[src/hdl/tbda_pkg.sv]
// Shared types, mode codes and slice sizes for the ternary/binary dot accumulator.
// No dependencies; every other file in hdl imports this package.
package tbda_pkg;

    // Bits handled by one lane unit
    localparam int SLICE_W  = 8;
    // Per-lane popcount width (0..SLICE_W)
    localparam int LCNT_W   = 4;
    // Per-tap count width (0..127)
    localparam int TCNT_W   = 7;
    // Running total and result widths
    localparam int TOTAL_W  = 16;
    localparam int DOT_W    = 17;
    // Input field widths
    localparam int WORD_W   = 32;
    localparam int CH_W     = 6;

    // Defaults for the top-level parameters
    localparam int LANES_DEF    = 32;
    localparam int MAX_TAPS_DEF = 1024;

    // Mode register codes
    localparam logic [1:0] MODE_BXOR = 2'd0;
    localparam logic [1:0] MODE_TBN  = 2'd1;
    localparam logic [1:0] MODE_TNN  = 2'd2;

    // Register byte addresses (bit 2 of paddr selects the word)
    localparam logic [2:0] ADDR_MODE = 3'd0;

    // Counts found by one lane unit
    typedef struct packed {
        logic [LCNT_W-1:0] plus;
        logic [LCNT_W-1:0] minus;
    } t_lane_cnt;

    // Per-tap control that travels beside the lane counts
    typedef struct packed {
        logic            inb;
        logic            last;
        logic            bxor;
        logic [CH_W-1:0] ch;
    } t_tap_ctl;

    // Population count of one slice
    function automatic logic [LCNT_W-1:0] pop_slice(input logic [SLICE_W-1:0] v);
        logic [LCNT_W-1:0] c;
        c = '0;
        for (int i = 0; i < SLICE_W; i++) begin
            c = c + LCNT_W'(v[i]);
        end
        return c;
    endfunction

endpackage

[src/hdl/ternary_binary_dot_accumulator_unit.sv]
// Ternary/binary dot accumulator: top level with stream ports, mode register and lanes.
// Depends on tbda_pkg, tbda_lane and tbda_merge.
//
// One kernel tap enters per beat on the s_axis channel; the final tap of a window is
// flagged on s_axis_tlast and in_bounds travels on s_axis_tuser. Padding taps add
// nothing. Each window gives one result beat on m_axis: dot_sum, plus_count and
// minus_count. Taps without tlast give no result beat.
// Throughput: one tap per cycle while no unread result holds the stream, set by the
// lane popcount stage feeding the accumulate-and-saturate logic in the merge stage.
// Path: the edge that takes the last tap loads the lane count register, and the edge
// on which the merge stage takes that beat loads the result register, which makes the
// result beat valid; an unread result can hold the merge stage in between.
// Stalls: the lane stage keeps accepting while a result waits, until it is full; an
// unread result then holds s_axis_tready low. No result is lost or repeated.
// Reset (synchronous, active low) clears the totals, the valid flags and mode to
// binary. The mode register lies at byte address 0 of the APB port and must only be
// written while no tap is in flight. Totals saturate at min(MAX_TAPS*LANES, 65535).
module ternary_binary_dot_accumulator_unit
    import tbda_pkg::*;
#(
    parameter int LANES    = LANES_DEF,
    parameter int MAX_TAPS = MAX_TAPS_DEF
) (
    input  logic         i_clk,
    input  logic         i_rst_n,
    // tap beats
    input  logic         s_axis_tvalid,
    output logic         s_axis_tready,
    // act_plus[31:0], act_minus[63:32], weight_plus[95:64], weight_minus[127:96],
    // active_channels[133:128], zero pad [135:134]
    input  logic [135:0] s_axis_tdata,
    // in_bounds[0]
    input  logic [0:0]   s_axis_tuser,
    input  logic         s_axis_tlast,
    // result beats
    output logic         m_axis_tvalid,
    input  logic         m_axis_tready,
    // dot_sum[16:0], plus_count[32:17], minus_count[48:33], zero pad [55:49]
    output logic [55:0]  m_axis_tdata,
    // configuration
    input  logic         psel,
    input  logic         penable,
    input  logic         pwrite,
    input  logic [2:0]   paddr,
    input  logic [31:0]  pwdata,
    output logic [31:0]  prdata,
    output logic         pready
);

    localparam int W    = (LANES > WORD_W) ? WORD_W : LANES;
    localparam int NGRP = (W + SLICE_W - 1) / SLICE_W;
    localparam int PW   = NGRP * SLICE_W;

    logic [1:0]            r_mode;
    logic                  r_v1, n_v1;
    t_tap_ctl              r_ctl;
    t_tap_ctl              n_ctl;
    logic                  w_adv;
    logic                  w_en1;
    logic [CH_W-1:0]       w_ch;
    logic [CH_W-1:0]       w_chcl;
    logic [PW-1:0]         w_valid;
    logic [PW-1:0]         w_chmask;
    logic [PW-1:0]         w_ap, w_am, w_wp, w_wm;
    t_lane_cnt [NGRP-1:0]  w_cnt;
    logic [DOT_W-1:0]      w_dot;
    logic [TOTAL_W-1:0]    w_plus;
    logic [TOTAL_W-1:0]    w_minus;

    // Register port: write mode on the access cycle, read it back
    assign pready = 1'b1;
    always_ff @(posedge i_clk) begin
        if (!i_rst_n) begin
            r_mode <= MODE_BXOR;
        end else if (psel && penable && pwrite && (paddr[2] == ADDR_MODE[2])) begin
            r_mode <= pwdata[1:0];
        end
    end
    assign prdata = (paddr[2] == ADDR_MODE[2]) ? {30'b0, r_mode} : 32'b0;

    // Clamp the channel count and build lane masks
    assign w_ch   = s_axis_tdata[4*WORD_W +: CH_W];
    assign w_chcl = ({1'b0, w_ch} > (CH_W+1)'(LANES)) ? CH_W'(LANES) : w_ch;
    always_comb begin
        for (int i = 0; i < PW; i++) begin
            w_valid[i]  = (i < W);
            w_chmask[i] = w_valid[i] && ((CH_W+1)'(i) < {1'b0, w_chcl});
        end
    end
    assign w_ap = s_axis_tdata[0*WORD_W +: PW] & w_valid;
    assign w_am = s_axis_tdata[1*WORD_W +: PW] & w_valid;
    assign w_wp = s_axis_tdata[2*WORD_W +: PW] & w_valid;
    assign w_wm = s_axis_tdata[3*WORD_W +: PW] & w_valid;

    // Lane stage accepts when empty or when the merge stage takes its beat
    assign w_en1         = !r_v1 || w_adv;
    assign s_axis_tready = w_en1;

    always_comb begin
        n_v1 = r_v1;
        if (w_en1) begin
            n_v1 = s_axis_tvalid;
        end
        n_ctl.inb  = s_axis_tuser[0];
        n_ctl.last = s_axis_tlast;
        n_ctl.bxor = (r_mode == MODE_BXOR);
        n_ctl.ch   = w_chcl;
    end

    always_ff @(posedge i_clk) begin
        if (!i_rst_n) begin
            r_v1 <= 1'b0;
        end else begin
            r_v1 <= n_v1;
        end
    end

    always_ff @(posedge i_clk) begin
        if (w_en1) begin
            r_ctl <= n_ctl;
        end
    end

    // Lane units, one per slice of the tap word
    for (genvar g = 0; g < NGRP; g++) begin : g_lane
        tbda_lane u_lane (
            .i_clk    (i_clk),
            .i_en     (w_en1),
            .i_mode   (r_mode),
            .i_ap     (w_ap[g*SLICE_W +: SLICE_W]),
            .i_am     (w_am[g*SLICE_W +: SLICE_W]),
            .i_wp     (w_wp[g*SLICE_W +: SLICE_W]),
            .i_wm     (w_wm[g*SLICE_W +: SLICE_W]),
            .i_valid  (w_valid[g*SLICE_W +: SLICE_W]),
            .i_chmask (w_chmask[g*SLICE_W +: SLICE_W]),
            .o_cnt    (w_cnt[g])
        );
    end

    // Combine lane counts into window totals and the result beat
    tbda_merge #(
        .LANES    (LANES),
        .MAX_TAPS (MAX_TAPS),
        .NGRP     (NGRP)
    ) u_merge (
        .i_clk     (i_clk),
        .i_rst_n   (i_rst_n),
        .i_valid   (r_v1),
        .i_ctl     (r_ctl),
        .i_cnt     (w_cnt),
        .i_ready   (m_axis_tready),
        .o_advance (w_adv),
        .o_valid   (m_axis_tvalid),
        .o_dot     (w_dot),
        .o_plus    (w_plus),
        .o_minus   (w_minus)
    );

    assign m_axis_tdata = {7'b0, w_minus, w_plus, w_dot};

endmodule

[src/hdl/tbda_lane.sv]
// One lane unit: products and popcounts for one slice of the tap word, registered.
// Depends on tbda_pkg.
module tbda_lane
    import tbda_pkg::*;
(
    input  logic               i_clk,
    input  logic               i_en,
    input  logic [1:0]         i_mode,
    input  logic [SLICE_W-1:0] i_ap,
    input  logic [SLICE_W-1:0] i_am,
    input  logic [SLICE_W-1:0] i_wp,
    input  logic [SLICE_W-1:0] i_wm,
    input  logic [SLICE_W-1:0] i_valid,
    input  logic [SLICE_W-1:0] i_chmask,
    output t_lane_cnt          o_cnt
);

    logic [SLICE_W-1:0] w_nw;
    logic [SLICE_W-1:0] w_pbits;
    logic [SLICE_W-1:0] w_mbits;
    t_lane_cnt          r_cnt;
    t_lane_cnt          n_cnt;

    // Form the +1 and -1 product bits for the current mode
    always_comb begin
        w_nw = ~i_wp & i_valid;
        case (i_mode)
            MODE_BXOR: begin
                w_pbits = '0;
                w_mbits = (i_ap ^ i_wp) & i_chmask;
            end
            MODE_TBN: begin
                w_pbits = (i_ap & i_wp) | (i_am & w_nw);
                w_mbits = (i_ap & w_nw) | (i_am & i_wp);
            end
            default: begin
                // mode three behaves as ternary-ternary
                w_pbits = (i_ap & i_wp) | (i_am & i_wm);
                w_mbits = (i_ap & i_wm) | (i_am & i_wp);
            end
        endcase
        n_cnt.plus  = pop_slice(w_pbits);
        n_cnt.minus = pop_slice(w_mbits);
    end

    // Hold the counts until the next stage takes them
    always_ff @(posedge i_clk) begin
        if (i_en) begin
            r_cnt <= n_cnt;
        end
    end

    assign o_cnt = r_cnt;

endmodule

[src/hdl/tbda_merge.sv]
// Merge stage: sums lane counts, accumulates saturating totals, holds the result beat.
// Depends on tbda_pkg.
module tbda_merge
    import tbda_pkg::*;
#(
    parameter int LANES    = LANES_DEF,
    parameter int MAX_TAPS = MAX_TAPS_DEF,
    parameter int NGRP     = 4
) (
    input  logic                 i_clk,
    input  logic                 i_rst_n,
    input  logic                 i_valid,
    input  t_tap_ctl             i_ctl,
    input  t_lane_cnt [NGRP-1:0] i_cnt,
    input  logic                 i_ready,
    output logic                 o_advance,
    output logic                 o_valid,
    output logic [DOT_W-1:0]     o_dot,
    output logic [TOTAL_W-1:0]   o_plus,
    output logic [TOTAL_W-1:0]   o_minus
);

    localparam int          CAP_RAW = MAX_TAPS * LANES;
    localparam int          CAP_INT = (CAP_RAW > 65535) ? 65535 : CAP_RAW;
    localparam logic [TOTAL_W:0] CAP = (TOTAL_W+1)'(CAP_INT);

    logic [TCNT_W-1:0]  w_psum;
    logic [TCNT_W-1:0]  w_msum;
    logic [TCNT_W-1:0]  w_ptap;
    logic [TCNT_W-1:0]  w_mtap;
    logic [TOTAL_W:0]   w_padd;
    logic [TOTAL_W:0]   w_madd;
    logic [TOTAL_W-1:0] w_pnew;
    logic [TOTAL_W-1:0] w_mnew;
    logic               w_take;

    logic [TOTAL_W-1:0] r_ptot, n_ptot;
    logic [TOTAL_W-1:0] r_mtot, n_mtot;
    logic               r_ov, n_ov;
    logic [DOT_W-1:0]   r_dot;
    logic [TOTAL_W-1:0] r_plus;
    logic [TOTAL_W-1:0] r_minus;

    assign o_advance = !r_ov || i_ready;
    assign w_take    = i_valid && o_advance;

    // Sum the lane counts; binary mode derives +1 from the channel count
    always_comb begin
        w_psum = '0;
        w_msum = '0;
        for (int g = 0; g < NGRP; g++) begin
            w_psum = w_psum + TCNT_W'(i_cnt[g].plus);
            w_msum = w_msum + TCNT_W'(i_cnt[g].minus);
        end
        if (!i_ctl.inb) begin
            w_ptap = '0;
            w_mtap = '0;
        end else if (i_ctl.bxor) begin
            w_ptap = TCNT_W'(i_ctl.ch) - w_msum;
            w_mtap = w_msum;
        end else begin
            w_ptap = w_psum;
            w_mtap = w_msum;
        end
        w_padd = {1'b0, r_ptot} + (TOTAL_W+1)'(w_ptap);
        w_madd = {1'b0, r_mtot} + (TOTAL_W+1)'(w_mtap);
        w_pnew = (w_padd > CAP) ? CAP[TOTAL_W-1:0] : w_padd[TOTAL_W-1:0];
        w_mnew = (w_madd > CAP) ? CAP[TOTAL_W-1:0] : w_madd[TOTAL_W-1:0];
    end

    // Advance totals; clear them after a last tap
    always_comb begin
        n_ptot = r_ptot;
        n_mtot = r_mtot;
        n_ov   = r_ov && !i_ready;
        if (w_take) begin
            n_ov = i_ctl.last;
            if (i_ctl.last) begin
                n_ptot = '0;
                n_mtot = '0;
            end else begin
                n_ptot = w_pnew;
                n_mtot = w_mnew;
            end
        end
    end

    always_ff @(posedge i_clk) begin
        if (!i_rst_n) begin
            r_ptot <= '0;
            r_mtot <= '0;
            r_ov   <= 1'b0;
        end else begin
            r_ptot <= n_ptot;
            r_mtot <= n_mtot;
            r_ov   <= n_ov;
        end
    end

    // Load the result beat at a last tap
    always_ff @(posedge i_clk) begin
        if (w_take && i_ctl.last) begin
            r_plus  <= w_pnew;
            r_minus <= w_mnew;
            r_dot   <= {1'b0, w_pnew} - {1'b0, w_mnew};
        end
    end

    assign o_valid = r_ov;
    assign o_dot   = r_dot;
    assign o_plus  = r_plus;
    assign o_minus = r_minus;

endmodule

[config.mk]
export PLATFORM = sky130hd
export DESIGN_NAME = ternary_binary_dot_accumulator_unit
export DESIGN_NICKNAME = d
export VERILOG_FILES = /design/src/hdl/tbda_pkg.sv /design/src/hdl/ternary_binary_dot_accumulator_unit.sv /design/src/hdl/tbda_lane.sv /design/src/hdl/tbda_merge.sv
export SDC_FILE = /design/constraint.sdc
export NUM_CORES = 1
export LEC_CHECK = 0
export BUFFER_PORTS_ARGS = -buffer_cell sky130_fd_sc_hd__buf_2
export CAP_MARGIN = 20
export CORE_MARGIN = 2
export CORE_UTILIZATION = 43
export CTS_CLUSTER_SIZE = 28
export DETAILED_ROUTE_END_ITERATION = 6
export HOLD_SLACK_MARGIN = 0.08
export PLACE_DENSITY = 0.69
export SYNTH_ARGS = -nofsm -noshare
export SYNTH_HDL_FRONTEND = slang
export SYNTH_SLANG_ARGS = --single-unit
[constraint.sdc]
create_clock -name i_clk -period 9.06 [get_ports i_clk]
set_clock_uncertainty 0.1 [all_clocks]
set_input_delay 0.453 -clock i_clk [delete_from_list [all_inputs] [get_ports i_clk]]
set_output_delay 0.453 -clock i_clk [all_outputs]
set_load 0.05 [all_outputs]
Yosys cells after proc, flatten, opt, wreduce, memory -nomap -nowiden
Index checks and enable logic that the tools add are counted.
- register bits: 126
- input bits: 180
- output and inout port bits: 91
- word-level logic and storage cells: 205
- add/sub/neg operators: 66
- order comparisons: 35
- equality and inequality tests: 1
- muxes and demuxes: 18
- bitwise operators: 53
- reductions and logical operators: 12
- operators with widths (cell ; number):
    $and A8 B8 Y8 ; 28
    $add A4 B1 Y4 ; 48
    $or A8 B8 Y8 ; 16
    $pmux W8 S2 ; 8
    $lt A5 B6 Y1 const A ; 16
    $mux W16 ; 4
    $lt A4 B6 Y1 const A ; 8
    $add A16 B7 Y17 ; 2
    $gt A17 B16 Y1 const B ; 2
    $not A8 Y8 ; 4
    $xor A8 B8 Y8 ; 4
    $add A7 B4 Y7 ; 4
    $lt A3 B6 Y1 const A ; 4
    $mux W7 ; 3
    $sub A16 B16 Y17 ; 1
    $add A1 B1 Y2 ; 8
    $lt A1 B6 Y1 const A ; 2
    $lt A2 B6 Y1 const A ; 2
    $add A4 B4 Y5 ; 2
    $sub A6 B7 Y7 ; 1
    $gt A6 B6 Y1 const B ; 1
    $logic_and A1 B1 Y1 ; 6
    $mux W6 ; 1
    $logic_not A1 Y1 ; 3
    other kinds (6) ; 7

Longest topological paths before layout
Gate-level depths: netlist of run 1.
- depth after elaboration: 12
- gate-level depth with buffers: 38

Hierarchy
From an unflattened synthesis of run 1, not the netlist that was laid out.
- cells, all modules: 1317
- area total of the unflattened synthesis: 11977.7 um^2
- modules (own cells, without submodules) (module ; instances ; cells each ; area each (um^2)):
    tbda_merge ; 1 ; 651 ; 6140.9
    tbda_lane ; 4 ; 132 ; 1169.9
    ternary_binary_dot_accumulator_unit ; 1 ; 138 ; 1157.4

Least setup slack after synthesis of run 1
OpenSTA, ideal clock, no wires.
- kind: register to register
- start point: reg g_lane[1].u_lane.r_cnt, in the netlist g_lane[1].u_lane.o_cnt[0]
- end point: reg u_merge.r_dot[16], in the netlist u_merge.o_dot[16], data pin
- setup time: 258 ps
- data arrival time: 7006 ps
- required time: 8702 ps
- path slack: 1695 ps
- cell stages (with the launch flop): 36
- buffers on the path: 3
- cell sequence: edfxtp_1 ha_1 fa_1 xnor2_1 fa_1 inv_1 fa_1 inv_1 ha_1 nor2b_1 o21ai_0 nand2b_1 a21o_1 a211oi_1 ha_1 a21oi_1 o21ai_1 or2_1 buf_2 nand4_1 mux2i_2 inv_2 buf_2 o31ai_2 buf_4 nand2_1 ha_1 inv_1 ha_1 o21ai_0 a221oi_2 a221oi_2 o31ai_2 a311oi_2 o21ai_1 a21oi_1
- word-level cells in the longest chain between the ends: 10
- elaborated cells on any way between the ends: 14
- those cells by class: 7 x add/sub; 2 x order compare; 5 x mux
- RTL lines (element ; line ; text):
    from (decl) ; tbda_lane.sv:21 ; t_lane_cnt r_cnt;
    from (signal assigned) ; tbda_lane.sv:49 ; r_cnt <= n_cnt;
    $add A4 B4 Y5 * ; tbda_merge.sv:53 ; w_msum = w_msum + TCNT_W'(i_cnt[g].minus);
    $add A7 B4 Y7 * (2 in series) ; tbda_merge.sv:53 ;
    $sub A6 B7 Y7 * ; tbda_merge.sv:59 ; w_ptap = TCNT_W'(i_ctl.ch) - w_msum;
    $mux W7 * ; tbda_merge.sv:58 ; end else if (i_ctl.bxor) begin
    $mux W7 * ; tbda_merge.sv:55 ; if (!i_ctl.inb) begin
    $add A16 B7 Y17 * ; tbda_merge.sv:65 ; w_padd = {1'b0, r_ptot} + (TOTAL_W+1)'(w_ptap);
    $gt A17 B16 Y1 ; tbda_merge.sv:67 ; w_pnew = (w_padd > CAP) ? CAP[TOTAL_W-1:0] : w_padd[TOTAL_W-1:0];
    $mux W16 * ; tbda_merge.sv:67 ;
    via u_merge.w_pnew[15] ; tbda_merge.sv:33 ; logic [TOTAL_W-1:0] w_pnew;
    $sub A16 B16 Y17 * ; tbda_merge.sv:105 ; r_dot <= {1'b0, w_pnew} - {1'b0, w_mnew};
    to (signal assigned) ; tbda_merge.sv:105 ;
    to (decl) ; tbda_merge.sv:40 ; logic [DOT_W-1:0] r_dot;
The timed path passes the listed nets; every way through them passes the cells marked *.
A chain may end at the register's enable or synchronous reset.

Worst setup path in the final report of run 1
- start point: reg g_lane[1].u_lane.r_cnt, in the netlist g_lane[1].u_lane.o_cnt[0]
- end point: reg u_merge.r_dot[16], in the netlist u_merge.o_dot[16], data pin
- word-level cells in the longest chain between the ends: 10
- elaborated cells on any way between the ends: 14
- those cells by class: 7 x add/sub; 2 x order compare; 5 x mux
- RTL lines (element ; line):
    $add A4 B4 Y5 * ; tbda_merge.sv:53
    $add A7 B4 Y7 * (2 in series) ; tbda_merge.sv:53
    $sub A6 B7 Y7 ; tbda_merge.sv:59
    $mux W7 ; tbda_merge.sv:58
    $mux W7 ; tbda_merge.sv:55
    $add A16 B7 Y17 ; tbda_merge.sv:65
    $gt A17 B16 Y1 ; tbda_merge.sv:67
    $mux W16 ; tbda_merge.sv:67
    $sub A16 B16 Y17 * ; tbda_merge.sv:105
Every way passes the cells marked *; elsewhere a longest branch is shown, timed or not.

==> results of run 1 <==
## registers in the layout, indices dropped and copies added, names as in the netlist
signal / flops
u_merge.o_valid: 1
u_merge.o_minus: 16
g_lane.u_lane.o_cnt: 32
u_merge.r_ptot: 16
u_merge.o_plus: 16
r_v1: 1
r_mode: 2
u_merge.o_dot: 17
r_ctl: 9
u_merge.r_mtot: 16
## cells in the mapped netlist (5+ instances only)
master	instances
o2bb2ai_1	8
clkbuf_1	45
buf_2	8
and2_1	11
nand4_1	6
a21o_1	17
o211ai_1	23
a211oi_1	10
xnor2_1	43
o21ai_0	66
or2_2	6
a32oi_1	5
inv_1	152
dfxtp_1	36
xor2_1	30
nor3_1	12
a21oi_1	110
nor2b_1	50
nand3_1	24
buf_4	40
mux2i_1	7
ha_1	101
a22o_1	34
nor2_1	95
o31ai_1	5
a22oi_1	40
fa_1	47
nand2_1	82
edfxtp_1	90
a21boi_0	19
nand2b_1	43
o21ai_1	6
## metal layers
| metal | up-vias | routed length [um] | global-route usage, % | part of all wire, % |
|---|---|---|---|---|
| li1 | 5154 | - | - | - |
| met2 | 391 | 15600 | 38.7 | 49 |
| met3 | 38 | 1950 | 3.30 | 6.1 |
| met5 | - | 0 | 0 | 0 |
| met1 | 4871 | 13700 | 27.7 | 43 |
| met4 | 0 | 523 | 5.66 | 1.6 |
## power groups by stage
stage               Sequential [mW]  Combinational (mW)  Clock [mW]
finish                         1.01                4.82       0.745
CTS                            1.02                4.78       0.752
global placement               1.02                4.62           0
detailed placement             1.03                4.71           0
floorplan                      1.23                3.59           0
global route                   1.03                5.32       0.776
## logic make-up after synthesis
logic type               after synthesis
AO/OA/AOI/OAI                        414
AND/OR/NAND/NOR                      356
buffers and inverters                253
adder cells (fa/ha/maj)              149
flip-flops                           126
XOR/XNOR                              73
multiplexers                          10
other                                  2
## area by class of cell
type | count | area [um2]
flip-flops and latches | 126 | 3430
inverters | 156 | 586
clock inverters | 14 | 205
fillers | 2605 | 13900
repair buffers | 204 | 1040
diodes | 1 | 2.50
clock buffers | 18 | 439
multi-input cells | 1040 | 7790
well taps | 378 | 473
## metrics by stage
step	util, %	setup WS [ns]	instance area [um2]
6_report	50.1	0.741	14000
3_3_place_gp	47.8	0.917	13300
4_1_cts	50.1	0.740	14000
5_1_grt	50.1	0.109	14000
3_5_place_dp	47.8	0.890	13300
2_1_floorplan	-	1.70	12300
## worst reg2reg max path, delay by kind of cell (launching register included)
kind,cells,cell delay [ns]
DFF,1,0.37
AOI/OAI and AO/OA,13,2.75
xor gates and xnor gates,1,0.17
buffers and inverters,4,0.47
muxes,1,0.43
and+or+nand+nor,5,0.91
adders and majority gates,8,2.90
## worst paths after layout
path	start	to	slack, ns	cells past startpoint
min reg2reg	u_merge.r_mtot[4]	u_merge.r_mtot[4]	0.37	2
max	g_lane[1].u_lane.o_cnt[0]	u_merge.o_dot[16]	0.74	32
max reg2reg	g_lane[1].u_lane.o_cnt[0]	u_merge.o_dot[16]	0.74	32
min	s_axis_tuser	r_ctl[8]	0.1	1
==> run summary, run 1 <==
The run finished with clean final reports. The path type of the worst min-delay path is input pin to flop. The number of buffer cells added on primary ports is between 150 and 200. The clock sink total is 126. The via count of the first global-routing pass came out at 9982. The post-route fraction of the period consumed by the critical path came out at 91.8%. Cell internal power was estimated by the tool at 3.37 mW. The synthesized area per cell is 8.83 um2. For the pin with the worst max-slew slack, the measured transition is ~1.1 ns. The count of flip-flops with a built-in enable after synthesis came out at 90. The number of nets in the finished design is 1873. The proportion of layout cells with a drive suffix above 1 came out at 18.0%. The number of cells in the finished layout apart from fillers came out at 1937.

The fraction of power consumed by the clock network came out at 11.3%. The critical path in this run is classified as flop to flop. The worst IR drop on VDD came out at 325 uV.

Setup repair after global routing left no endpoint under its margin. The detailed-routing iteration count for the pre-antenna-repair pass came out at 5. STA classifies the critical path startpoint as a flop.

The worst setup path is captured at a flop. In the routed layout, each cell is associated on average with a via count of between 5 and 6. The count of warnings emitted by yosys came out at 0. The switching component of the power is 3.21 mW. Of the post-synthesis cell area, the dominant cell type holds roughly 22%.

The first global-routing pass estimated about 51000 um of wire. The total chip power came out at 6.58 mW. The routed layout has 10500 vias. The number of endpoints with negative hold slack in the final report is 0. The xor and xnor fraction of the mapped netlist area came out at 5.24%. The critical-path maximum fanout came out at 13. Power spread over the standard cell area amounts to ~470 mW/mm2.

Leaving out fill and tap cells, the most frequent cell in the layout is buf_2. The top achievable clock speed is 120 MHz. In this run the standard cell core region covers 0.0279 mm2. Sequential cells burn approximately 15% of the power. The synthesized-area fraction occupied by ao, oa, aoi and oai cells is 23.7%. The number of setup buffers added after CTS is 0. The static leakage came out at 6.30 nW.

The critical path's top delay family is adder cells. After Yosys synthesis, and, or, nand and nor cells account for 14.6% of the synthesized area. After synthesis, the share of cell area in mux cells is 0.902%. The number of top-level pins came out at 271. The root buffer cell is clkbuf_16.

The count of state elements after synthesis came out at 126. The total routing usage reported by global routing is 21.8%. After Yosys synthesis, full adders, half adders and majority gates account for 18.1% of the synthesized area. Leaving out fill and tap cells, the most frequent cells in the layout are buf_2 (198), inv_1 (151), a21oi_1 (110), ha_1 (101), nor2_1 (94). The clock input transition at the sequential cells of the worst setup and hold paths came out at 0.06 ns. In this run the deepest clock path goes through 2 buffers. The row count is 61. The detailed-route DRC error count is 0.

The sequential fraction of the synthesis area came out at ~28%. In the synthesized netlist the dominant register cell turns out to be edfxtp_1. The largest single stage delay on the critical path is approximately 0.53 ns. The routed design has 31800 um of wire.

The tightest hold margin is 0.0996 ns. The final number of setup-violating endpoints is 0. The headroom to the max-slew limit came out at 28.9%. The required time of the critical path is 9.14 ns. Of all cell types, the one taking the most synthesized area is edfxtp_1.

The proportion of register bits with asynchronous set or reset after synthesis is 0%. The mapped netlist covers 0.0122 mm2. The synthesized instance count is about 1400. The HPWL after detailed placement is between 20000 and 25000 um. The die span in x came out at 172 um. The first-iteration detailed-routing DRC count is ~700. After global routing the overflow that remains totals 0.

The max-slew violation count is 0. The number of antenna violations at the first check in global routing is 1. The number of gates resized after cts is 0. The congestion estimate from routability-driven global placement came to 0.916.

The number of hold-repair buffers added at the cts stage is 0. The floorplan step defined a die boundary enclosing 0.0297 mm2. Among all stages on the critical path, the largest delay is contributed by fa_1.

By area the synthesized netlist is led by edfxtp_1 (22%), ha_1 (10%), fa_1 (7.7%), dfxtp_1 (5.9%), inv_1 (4.7%). The tool flagged a number of max-cap violations equal to 0. The effective utilization at floorplan came out at 43.8%. The worst path in the final design needs a cycle of a little over 8 ns, including I/O delays and setup. The maximum level of the CTS H-tree is 4. The sum of buffers and inverters on the critical path is 4. The switching share of total power came out at 48.8%. The layout-stage area growth over the synthesis result is 14.3%. Buffers inserted during clock tree synthesis total 17.

The number of placed instances, taps included is about 1900. The portion of total power attributed to combinational logic came out at 73.3%. The data arrival time of the worst path is 8.40 ns. The most frequent cell on the critical path is ha_1. The final setup TNS is 0 ns. The number of distinct library cell variants in the gate-level netlist after synthesis is a little under 90. In the final routed layout, each cell accounts on average for 16.4 um. The die is 172 um tall. The count of antenna-violating nets left after detailed routing came out at 0. By area, the combinational part of the netlist is dominated by compound AO/OA/AOI/OAI gates. The clock tree from TritonCTS is done. The pin count of the biggest net entering global routing came out at 79. The source-to-sink clock delay at the later pin of the worst-skew pair came out at 0.43 ns.
Note: power is estimated with default switching activity, not from simulation.
==> run 2, diff against run 1 <==
clock period = 10.75 ns   (was 9.06 ns; I/O delays follow)
==> run 2 against run 1 <==
Clock power down 21%. Global-route usage down 0.66 points. Register-to-register slack better by 1.4 ns. Clock-buffer cell count down 1. First-iteration DRC count up 4.9%. Worst hold slack better by 0.076 ns. Sequential share of layout area up 0.095 points. Combinational power down 16%. Largest power group unchanged. Highest routed layer unchanged.
==> run summary, run 2 (synthesis gave the netlist of run 1 again) <==
The run finished with clean final reports. No sink is reached through more buffers than the 2 on the longest clock path. The path type of the worst min-delay path is input pin to flop.

The source-to-sink clock delay at the later pin of the worst-skew pair is 0.43 ns. The via count of the first global-routing pass came out at 10100. The number of endpoints with negative hold slack in the final report came out at 0.

The effective utilization at floorplan is a little over two fifths. between 200 and 300 I/O pins were placed. The detailed-routing iteration count for the pre-antenna-repair pass is 5. The die span in x came out at 172 um. For this design, the slowest cell found on the critical path is fa_1.

Setup repair after global routing left no endpoint under its margin. The startpoint of the lowest-slack hold path is s_axis_tuser. The area enclosed by the die boundary is 0.0297 mm2. The commonest non-fill, non-tap cell in the layout is buf_2.

The data arrival time of the worst path is about 8.7 ns. The number of vias per cell after detailed routing came out at 5.39. The clock input transition at the sequential cells of the worst setup and hold paths is 0.06 ns.

The detailed-route DRC error count came out at 0. The clock period minus final worst setup slack came out at 8.63 ns. The fraction of power consumed by the clock network is 10.7%.

The final layout contains 1872 nets. The tightest hold margin is approximately 0.18 ns. During placement, the flow inserted port buffers numbering 198. The internal cell power is 2.79 mW. The startpoint identified for the worst register-to-register timing path is g_lane[1].u_lane.o_cnt[0]. The register with the most flip-flops in the layout has 32 of them. The endpoint identified for the worst register-to-register timing path is u_merge.o_dot[8]. The row count came out at 61. The analysis attributes to net switching a power of 2.68 mW. Global routing used 21.2% of the available tracks across all layers. The register-to-register path setup slack came out at roughly 2.1 ns. The headroom to the max-slew limit is 31.1%.

The overall routed net length is 31300 um. The layout-stage area growth over the synthesis result came out at 13.9%. The core region is 0.0279 mm2.

The final weighted congestion of routability-driven global placement came out at 0.886. For this run, the share of the core covered by cells in the final layout is 49.9%. The remaining global-route overflow is 0.

Once detail routing completed, the nets flagged for antenna violations numbered 0. For this design, the sink count on the clock tree is 126. The ratio of total power to cell area is approximately 390 mW/mm2.

The number of hold-repair buffers added at the cts stage came out at 0. The portion of total power attributed to combinational logic came out at 73.6%. In this run switching power makes up 49.1% of total power. The root buffer cell is clkbuf_16. The HPWL after detailed placement is 24600 um. The worst IR drop on VDD is 287 uV. The vertical die dimension is 172 um. The final number of setup-violating endpoints came out at 0.

Along the worst path, the maximum fanout reaches 13. The total chip power is 5.47 mW. The max-slew violation count is 0. Cells with a size suffix above 1 make up 17.9% of the layout. The sequential power share came out at ~16%. The tool flagged a number of max-cap violations equal to 0. The biggest cell delay along the critical path came out at 0.54 ns. The static leakage came out at about 6.3 nW.

The library cells used most frequently in the layout, excluding fill and tap cells, are buf_2 (198), inv_1 (151), a21oi_1 (110), ha_1 (101), nor2_1 (94). At the pin with the least slew margin, the transition time is 1.03 ns. The top achievable clock speed came out at 116 MHz. The number of post-CTS setup repair buffers came out at 0. The final setup TNS came out at 0 ns. The worst setup path is launched from a flop. STA classifies the critical path endpoint as a flop. The classification of the worst setup path is flop to flop. The clock tree from TritonCTS is done. Detailed routing inserted a total of approximately 10000 vias.

Entering global routing, the biggest net connects 79 pins. The worst reg2reg path depth is 32. Dividing the final minimum period by the clock period gives 80.3%. The maximum level of the CTS H-tree is 4. The hold path depth is 1. The number of gates resized after CTS was 0. The worst hold path terminates at r_ctl[8]. The detail-routed net length per standard cell came out at 16.2 um. Clock tree synthesis inserted a total of 17 buffers. The required time of the critical path is 10.83 ns. The first-pass GRT wire length came out at 49500 um. The first-iteration detailed-routing DRC count is between 700 and 800.

The number of antenna violations at the first check in global routing came out at 1. By instance count, the cell type seen most on the critical path is ha_1.
[run 2: critical path: cells and delay by family, from the launching register on]
kind                     cells  cell delay, ns
adder cells (fa/ha/maj)      7            2.68
XOR/XNOR                     3            0.45
flip-flops                   1            0.37
AND/OR/NAND/NOR              7            1.26
AO/OA/AOI/OAI               11            2.68
multiplexers                 1            0.45
buffers and inverters        3            0.38
[run 2: how the worst max path moves through the flow]
stage / slack (ns) / depth (start not counted) / startpoint / to
finish: 2.12 / 32 / g_lane[1].u_lane.o_cnt[0] / u_merge.o_dot[8]
global route: 1.50 / 32 / g_lane[1].u_lane.o_cnt[0] / u_merge.o_dot[8]
CTS: 2.19 / 32 / g_lane[1].u_lane.o_cnt[0] / u_merge.o_dot[8]
detailed placement: 2.29 / 32 / g_lane[1].u_lane.o_cnt[0] / u_merge.o_dot[8]
global placement: 2.38 / 32 / g_lane[1].u_lane.o_cnt[0] / u_merge.o_dot[8]
floorplan: 3.39 / 35 / g_lane[1].u_lane.o_cnt[0] / u_merge.o_dot[16]
[run 2: power by group through the flow]
stage	Sequential, mW	Clock [mW]	Combinational (mW)
2_1_floorplan	1.04	0	3.03
3_3_place_gp	0.864	0	3.90
3_5_place_dp	0.868	0	3.98
4_1_cts	0.858	0.596	4.01
5_1_grt	0.868	0.617	4.46
6_report	0.856	0.588	4.03
[run 2: stage by stage]
step | instances | instance area [um2] | worst slack [ns]
4_1_cts | 1935 | 13900 | 2.19
3_5_place_dp | 1903 | 13300 | 2.29
6_report | 1936 | 13900 | 2.12
3_3_place_gp | 1903 | 13300 | 2.38
2_1_floorplan | 1419 | 12300 | 3.39
5_1_grt | 1935 | 13900 | 1.50
[run 2: cell type report]
cell class                      count  area (um2)
Multi-Input combinational cell   1040        7790
Tap cell                          378         473
Timing Repair Buffer              203        1030
Fill cell                        2664       14000
Clock inverter                     15         173
Sequential cell                   126        3430
Inverter                          156         586
Clock buffer                       17         425
Antenna cell                        1        2.50
[run 2: per-layer routing]
| metal | vias to the layer above | wire (um) | track usage, % |
|---|---|---|---|
| met2 | 367 | 15400 | 37.9 |
| met1 | 4875 | 13400 | 25.8 |
| met3 | 46 | 1930 | 4.19 |
| li1 | 5147 | - | - |
| met5 | - | 0 | 0 |
| met4 | 0 | 592 | 5.81 |
